==> src/hw/rtl/cbt_pkg.sv <==
package cbt_pkg;

  // Width of the internal changed-character tally
  localparam int COUNT_BITS = 16;

  // Codeset codes (code 3 behaves as ASCII)
  localparam logic [1:0] CS_ASCII  = 2'd0;
  localparam logic [1:0] CS_UTF8   = 2'd1;
  localparam logic [1:0] CS_LATIN1 = 2'd2;

  // Configuration register indexes
  localparam logic [1:0] REG_SOURCE_CODESET = 2'd0;
  localparam logic [1:0] REG_DEST_CODESET   = 2'd1;
  localparam logic [1:0] REG_OUTPUT_SPACE   = 2'd2;

  localparam logic [15:0] OUTPUT_SPACE_RESET = 16'hffff;

  typedef enum logic [1:0] {
    ST_OK         = 2'd0,
    ST_ILLEGAL    = 2'd1,
    ST_INCOMPLETE = 2'd2,
    ST_FULL       = 2'd3
  } status_t;

  typedef struct packed {
    logic [7:0] in_byte;
    logic       final_byte;
  } in_beat_t;

  typedef struct packed {
    logic [7:0]  out_byte;
    logic        byte_valid;
    logic        run_end;
    logic [1:0]  status;
    logic        stream_end;
    logic [15:0] changed_count;
  } out_beat_t;

  typedef struct packed {
    logic [1:0]  source_codeset;
    logic [1:0]  dest_codeset;
    logic [15:0] output_space;
  } cfg_t;

  // Results of one input byte: one or two output beats
  typedef struct packed {
    logic      two_beats;
    out_beat_t beat0;
    out_beat_t beat1;
  } step_t;

endpackage

==> src/hw/rtl/cbt_cfg_regs.sv <==
module cbt_cfg_regs (
  input  logic               clk,
  input  logic               rst,
  input  logic               cfg_wen,
  input  logic [1:0]         cfg_index,
  input  logic [15:0]        cfg_data,
  output cbt_pkg::cfg_t      cfg
);
  import cbt_pkg::*;

  cfg_t cfg_q;

  // Register writes; indexes beyond the list are dropped
  always_ff @(posedge clk) begin
    if (rst) begin
      cfg_q.source_codeset <= CS_ASCII;
      cfg_q.dest_codeset   <= CS_ASCII;
      cfg_q.output_space   <= OUTPUT_SPACE_RESET;
    end else if (cfg_wen) begin
      case (cfg_index)
        REG_SOURCE_CODESET: cfg_q.source_codeset <= cfg_data[1:0];
        REG_DEST_CODESET:   cfg_q.dest_codeset   <= cfg_data[1:0];
        REG_OUTPUT_SPACE:   cfg_q.output_space   <= cfg_data;
        default: ;
      endcase
    end
  end

  assign cfg = cfg_q;

endmodule

==> src/hw/rtl/cbt_core.sv <==
module cbt_core (
  input  logic              clk,
  input  logic              rst,
  input  cbt_pkg::cfg_t     cfg,
  input  cbt_pkg::in_beat_t in_data,
  input  logic              accept,
  output cbt_pkg::step_t    step
);
  import cbt_pkg::*;

  logic [7:0]            lead_byte, lead_byte_next;
  logic                  lead_pending, lead_pending_next;
  logic [15:0]           bytes_written, bytes_written_next;
  logic [COUNT_BITS-1:0] changed_tally, changed_tally_next;
  status_t               error_code, error_code_next;

  logic [15:0] pair;
  logic        have;
  logic [10:0] scalar;
  logic [7:0]  first;
  logic [1:0]  n_enc, n_out;
  logic [7:0]  ob0, ob1;
  logic [15:0] room;
  logic [15:0] count_shown;

  // Decode, re-encode and budget check for one byte
  always_comb begin
    lead_byte_next     = lead_byte;
    lead_pending_next  = lead_pending;
    bytes_written_next = bytes_written;
    changed_tally_next = changed_tally;
    error_code_next    = error_code;
    pair   = {lead_byte, in_data.in_byte};
    have   = 1'b0;
    scalar = {3'b000, in_data.in_byte};
    first  = in_data.in_byte;
    n_enc  = 2'd0;
    n_out  = 2'd0;
    ob0    = 8'h00;
    ob1    = 8'h00;
    room   = (cfg.output_space >= bytes_written) ? cfg.output_space - bytes_written : 16'd0;

    if (error_code == ST_OK) begin
      // Source decode
      if (cfg.source_codeset == CS_UTF8) begin
        if (lead_pending) begin
          lead_pending_next = 1'b0;
          if ((pair & 16'he0c0) != 16'hc080) begin
            error_code_next = ST_ILLEGAL;
          end else begin
            scalar = {pair[12:8], pair[5:0]};
            first  = lead_byte;
            have   = 1'b1;
          end
        end else if (!in_data.in_byte[7]) begin
          have = 1'b1;
        end else if (in_data.final_byte) begin
          error_code_next = ST_INCOMPLETE;
        end else begin
          lead_byte_next    = in_data.in_byte;
          lead_pending_next = 1'b1;
        end
      end else begin
        lead_pending_next = 1'b0;
        if (cfg.source_codeset == CS_LATIN1 || !in_data.in_byte[7]) begin
          have = 1'b1;
        end else begin
          error_code_next = ST_ILLEGAL;
        end
      end

      // Destination encode
      case (cfg.dest_codeset)
        CS_UTF8: begin
          if (scalar < 11'h080) begin
            n_enc = 2'd1;
            ob0   = scalar[7:0];
          end else begin
            n_enc = 2'd2;
            ob0   = {3'b110, scalar[10:6]};
            ob1   = {2'b10, scalar[5:0]};
          end
        end
        CS_LATIN1: begin
          n_enc = (scalar > 11'h0ff) ? 2'd0 : 2'd1;
          ob0   = scalar[7:0];
        end
        default: begin
          n_enc = (scalar >= 11'h080) ? 2'd0 : 2'd1;
          ob0   = scalar[7:0];
        end
      endcase

      // Output budget and changed-character tally
      if (have) begin
        if ({14'd0, n_enc} > room) begin
          error_code_next = ST_FULL;
        end else begin
          n_out              = n_enc;
          bytes_written_next = bytes_written + {14'd0, n_enc};
          if (({3'b000, first} != scalar || n_enc == 2'd0) && !(&changed_tally)) begin
            changed_tally_next = changed_tally + COUNT_BITS'(1);
          end
        end
      end
    end

    // Tally as shown on the port, saturated to 16 bits
    count_shown = (|(changed_tally_next >> 16)) ? 16'hffff : 16'(changed_tally_next);

    step.two_beats              = (n_out == 2'd2);
    step.beat0.out_byte         = (n_out != 2'd0) ? ob0 : 8'h00;
    step.beat0.byte_valid       = (n_out != 2'd0);
    step.beat0.run_end          = (n_out != 2'd2);
    step.beat0.status           = error_code_next;
    step.beat0.stream_end       = (n_out != 2'd2) && in_data.final_byte;
    step.beat0.changed_count    = count_shown;
    step.beat1.out_byte         = ob1;
    step.beat1.byte_valid       = 1'b1;
    step.beat1.run_end          = 1'b1;
    step.beat1.status           = error_code_next;
    step.beat1.stream_end       = in_data.final_byte;
    step.beat1.changed_count    = count_shown;
  end

  // Stream state; cleared at reset and after a final byte
  always_ff @(posedge clk) begin
    if (rst) begin
      lead_byte     <= 8'h00;
      lead_pending  <= 1'b0;
      bytes_written <= 16'd0;
      changed_tally <= '0;
      error_code    <= ST_OK;
    end else if (accept) begin
      if (in_data.final_byte) begin
        lead_byte     <= 8'h00;
        lead_pending  <= 1'b0;
        bytes_written <= 16'd0;
        changed_tally <= '0;
        error_code    <= ST_OK;
      end else begin
        lead_byte     <= lead_byte_next;
        lead_pending  <= lead_pending_next;
        bytes_written <= bytes_written_next;
        changed_tally <= changed_tally_next;
        error_code    <= error_code_next;
      end
    end
  end

endmodule

==> src/hw/rtl/cbt_out_stage.sv <==
module cbt_out_stage (
  input  logic                clk,
  input  logic                rst,
  input  logic                load,
  input  cbt_pkg::step_t      step,
  output logic                can_load,
  output logic                out_valid,
  input  logic                out_ready,
  output cbt_pkg::out_beat_t  out_data
);
  import cbt_pkg::*;

  out_beat_t  slot0, slot1;
  logic [1:0] fill;
  logic       pop;

  assign pop       = out_valid && out_ready;
  assign out_valid = (fill != 2'd0);
  assign out_data  = slot0;
  // Room for a new byte's results when empty, or once the held beat leaves this cycle
  assign can_load  = (fill == 2'd0) || (fill == 2'd1 && out_ready);

  // Beat occupancy
  always_ff @(posedge clk) begin
    if (rst) begin
      fill <= 2'd0;
    end else if (load) begin
      fill <= step.two_beats ? 2'd2 : 2'd1;
    end else if (pop) begin
      fill <= fill - 2'd1;
    end
  end

  // Result payload
  always_ff @(posedge clk) begin
    if (load) begin
      slot0 <= step.beat0;
      slot1 <= step.beat1;
    end else if (pop) begin
      slot0 <= slot1;
    end
  end

endmodule

==> src/hw/rtl/charset_byte_transcoder.sv <==
// Latency: results of a byte appear on out_data the cycle after it is accepted.
// Throughput: one input byte per cycle while out_ready is high; a byte that
// encodes to two output bytes occupies the output port for two beats, and the
// input waits for the second. The two-entry output stage sets this: a new byte
// loads when it is empty or its last beat leaves in the same cycle.
// Reset (rst, synchronous): registers to defaults, stream state and output stage cleared.
module charset_byte_transcoder (
  input  logic                clk,
  input  logic                rst,
  input  logic                cfg_wen,
  input  logic [1:0]          cfg_index,
  input  logic [15:0]         cfg_data,
  input  logic                in_valid,
  output logic                in_ready,
  input  cbt_pkg::in_beat_t   in_data,
  output logic                out_valid,
  input  logic                out_ready,
  output cbt_pkg::out_beat_t  out_data
);
  import cbt_pkg::*;

  cfg_t  cfg;
  step_t step;
  logic  accept;

  assign accept = in_valid && in_ready;

  cbt_cfg_regs u_cfg (
    .clk       (clk),
    .rst       (rst),
    .cfg_wen   (cfg_wen),
    .cfg_index (cfg_index),
    .cfg_data  (cfg_data),
    .cfg       (cfg)
  );

  cbt_core u_core (
    .clk     (clk),
    .rst     (rst),
    .cfg     (cfg),
    .in_data (in_data),
    .accept  (accept),
    .step    (step)
  );

  cbt_out_stage u_out (
    .clk       (clk),
    .rst       (rst),
    .load      (accept),
    .step      (step),
    .can_load  (in_ready),
    .out_valid (out_valid),
    .out_ready (out_ready),
    .out_data  (out_data)
  );

endmodule

==> config.mk <==
export PLATFORM = sky130hd
export DESIGN_NAME = charset_byte_transcoder
export DESIGN_NICKNAME = d
export VERILOG_FILES = /design/src/hw/rtl/cbt_pkg.sv /design/src/hw/rtl/cbt_cfg_regs.sv /design/src/hw/rtl/cbt_core.sv /design/src/hw/rtl/cbt_out_stage.sv /design/src/hw/rtl/charset_byte_transcoder.sv
export SDC_FILE = /design/constraint.sdc
export NUM_CORES = 1
export LEC_CHECK = 0
export ABC_AREA = 1
export BUFFER_PORTS_ARGS = -buffer_cell sky130_fd_sc_hd__buf_2
export CAP_MARGIN = 10
export CELL_PAD_IN_SITES_DETAIL_PLACEMENT = 1
export CELL_PAD_IN_SITES_GLOBAL_PLACEMENT = 1
export CORE_MARGIN = 2
export CORE_UTILIZATION = 47
export DETAILED_ROUTE_END_ITERATION = 10
export PLACE_DENSITY = 0.85
export SLEW_MARGIN = 5
export SYNTH_ARGS = -nofsm -noshare
export SYNTH_HDL_FRONTEND = slang
export SYNTH_SLANG_ARGS = --single-unit
==> constraint.sdc <==
create_clock -name clk -period 4.4 [get_ports clk]
set_input_delay 0.88 -clock clk [delete_from_list [all_inputs] [get_ports clk]]
set_output_delay 0.88 -clock clk [all_outputs]
set_load 0.005 [all_outputs]
==> reports/metrics.cfg <==
[outcome]
status = complete, no violations

[setup_path]
critPathMaxFanout = 32
start_kind = register
end_kind = register
worstPathRequired_ns = 4.63
cp_data_arrival_time_ns = 3.99
path_buf_inv = 3
crit_family = simple AND/OR/NAND/NOR gates
cp_cell_sequence = ha_1, inv_1, fa_1, nand3_1, nand2_1, nand2_1, nand3_1, nand2_1, nand4_2, nand2_1, ha_1, inv_1, o21bai_1, inv_1, nor2_4, nand2_4, nand2_4, nor2_8, nand2_1, o21ai_0
path_common_cell = nand2_1
crit_slowest_cell = fa_1
crit_type = reg -> reg
r2r_slack_ns = 0.65
cpPeakStageDelay_ns = 0.45

[placed_design]
io_buffers = 62
gp_congestion = 0.8695
dp_cells = 1222
hpwl_um = 15380
place_area_mm2 = 0.007602

[clocking]
cts_tree = done
clkSinkCount = 120
numCtsBuffers = 17
h-tree-depth = 4
path_clk_slew_ns = 0.06
cts_setup_buffers = 0
postCtsHoldBufs = 0
clockBufferDepth = 2
root_buffer = clkbuf_16
cts_resized = 0
clock_latency_ns = 0.42

[die]
die_x_um = 127.1
dieArea_mm2 = 0.01616
start_util_pct = 48.64
ios = 63
core_mm2 = 0.01464
rows = 44
die_y_um = 127.1

[yosys]
syn-mean-instance-area_um2 = 7.159
yosys-top-cells-count = nand2_1 (306), inv_1 (153), nand3_1 (76)
synth_edf_count = 55
ys_types = 42
muxShareOfSynthArea_pct = 0
async_flop_share_pct = 0
synth_top_area_share_pct = 23.19
synthCells = 995
synthXorXnorAreaFrac_pct = 1.721
synth-adder-area-share_pct = 4.953
synth.area.top_cells = edfxtp_1 (23%), dfxtp_1 (18%), nand2_1 (16%)
yosysTopAreaCell = edfxtp_1
synth_compound_area_share_pct = 8.484
synth_top_family_by_area = simple AND/OR/NAND/NOR gates
yosysSeqAreaShare_pct = 41.45
syn_nets = 1054
synth-seq-cells = 120
yosys.area_share.simple_pct = 33.30
synth_top_flop_cell = dfxtp_1
synth.most_common_cell = nand2_1
syn_area_mm2 = 0.007123
yosysWarnings = 0

[power]
vdd_drop_max_uv = 266.7
p_leak_uw = 0.003674
p_per_area_mw_per_mm2 = 461.8
total_power_uw = 3771

[grt]
grt_pass1_vias = 7093
grt_usage_pct = 27.29
grt_antenna_before_repair = 0
grt_overflow = 0
grt_pass1_wl_um = 35200
grt_max_degree = 39

[routing]
wire_per_inst_um = 16.93
drc_errors = 0
avgViaCountPerCell = 5.427
drt_first_pass_iters = 4
antenna_left = 0
wirelength_um = 21230
drt_iter0_drc = 484
vias = 6805

[cells_and_area]
layoutNonFillerInstCount = 1254
final_cell_area_mm2 = 0.008165
fin_nets = 1116
fillers = 1904
diodes = 0
area_delta_synth_final_pct = 14.63
drive_gt1_share_pct = 12.62

[sta]
hold_viol_final = 0
fmax_mhz = 266.5
setup_viol = 0
max_slew.worst_pin.slew_ns = 0.8833
setup_tns_ns = 0
maxSlewViolCount = 0
min_period_ns = 3.752
fin_hold_ws_ns = 0.4646
max-slew-margin-rel_pct = 41.05
rsz0062_at_grt = false
clock_skew_ns = 0.008923
fin_crit_sh_pct = 85.28

[min_path]
hold_class = reg -> reg

[job]
max_cap_violations = 0

==> power by group <==
group	switching [uW]	leakage (uW)	internal (uW)
clock	526	0.000274	828
combinational	594	0.00232	270
sequential	83.5	0.00108	1470
==> placed cells by master (no fill, tap or decap), types with 6 or more instances in the layout <==
cell type,instances
a21oi_1,60
and2_1,6
buf_2,62
buf_4,7
clkbuf_16,17
dfxtp_1,65
edfxtp_1,55
ha_1,25
inv_1,153
inv_2,6
nand2_1,305
nand2_2,9
nand3_1,76
nand4_1,27
nor2_1,67
nor3_1,17
o21ai_0,42
xor2_1,13
==> kinds of logic (layout without fill, tap and decap cells) <==
family | count (synthesis) | in the layout
xor gates and xnor gates | 14 | 14
and+or+nand+nor | 535 | 535
buffers and inverters | 185 | 260
AOI/OAI and AO/OA | 114 | 114
DFF | 120 | 120
adders and majority gates | 27 | 27
==> routing by layer <==
| metal | track usage, % | vias to the layer above | share of wire (%) |
|---|---|---|---|
| met4 | 9.696 | 0 | 2.4 |
| met5 | 0 | - | 0 |
| met1 | 34.24 | 3287 | 45 |
| met3 | 4.104 | 45 | 3.0 |
| met2 | 47.98 | 144 | 50 |
| li1 | - | 3329 | - |
==> per-stage QoR <==
stage	setup WS [ns]	utilization [%]
after CTS	0.6483	55.76
after global routing	0.3015	55.76
after detailed placement	0.6209	51.91
after floorplan	1.310	-
after global placement	0.8626	51.91
final	0.6478	55.76
==> final timing paths <==
| path | startpoint | to | cells after the start |
|---|---|---|---|
| max reg2reg | u_core.bytes_written[0] | u_out.out_data[25] | 20 |
| min | u_cfg.cfg[14] | u_cfg.cfg[14] | 2 |
| max | u_core.bytes_written[0] | u_out.out_data[25] | 20 |
| min reg2reg | u_cfg.cfg[14] | u_cfg.cfg[14] | 2 |
==> tightest hold or removal path, delay by kind of cell (launching register included) <==
kind / cells / cell delay [ns]
DFF: 1 / 0.33
and+or+nand+nor: 2 / 0.10
==> flip-flops by register name (all words and copies together), names as in the netlist <==
register              cells
u_cfg.cfg                20
u_core.bytes_written     16
u_core.changed_tally     16
u_core.error_code         2
u_core.lead_byte          8
u_core.lead_pending       1
u_out.fill                2
u_out.out_data           29
u_out.slot1              26
==> cell type report <==
cell class	count	area, um2	share of cell area [%]
Timing Repair Buffer	69	362.8	4.444
Clock inverter	13	130.1	1.594
Sequential cell	120	2953	36.16
Multi-Input combinational cell	690	3460	42.37
Tap cell	184	230.2	2.819
Inverter	159	596.8	7.309
Clock buffer	19	432.9	5.302
(Power assumes the default switching activity.)
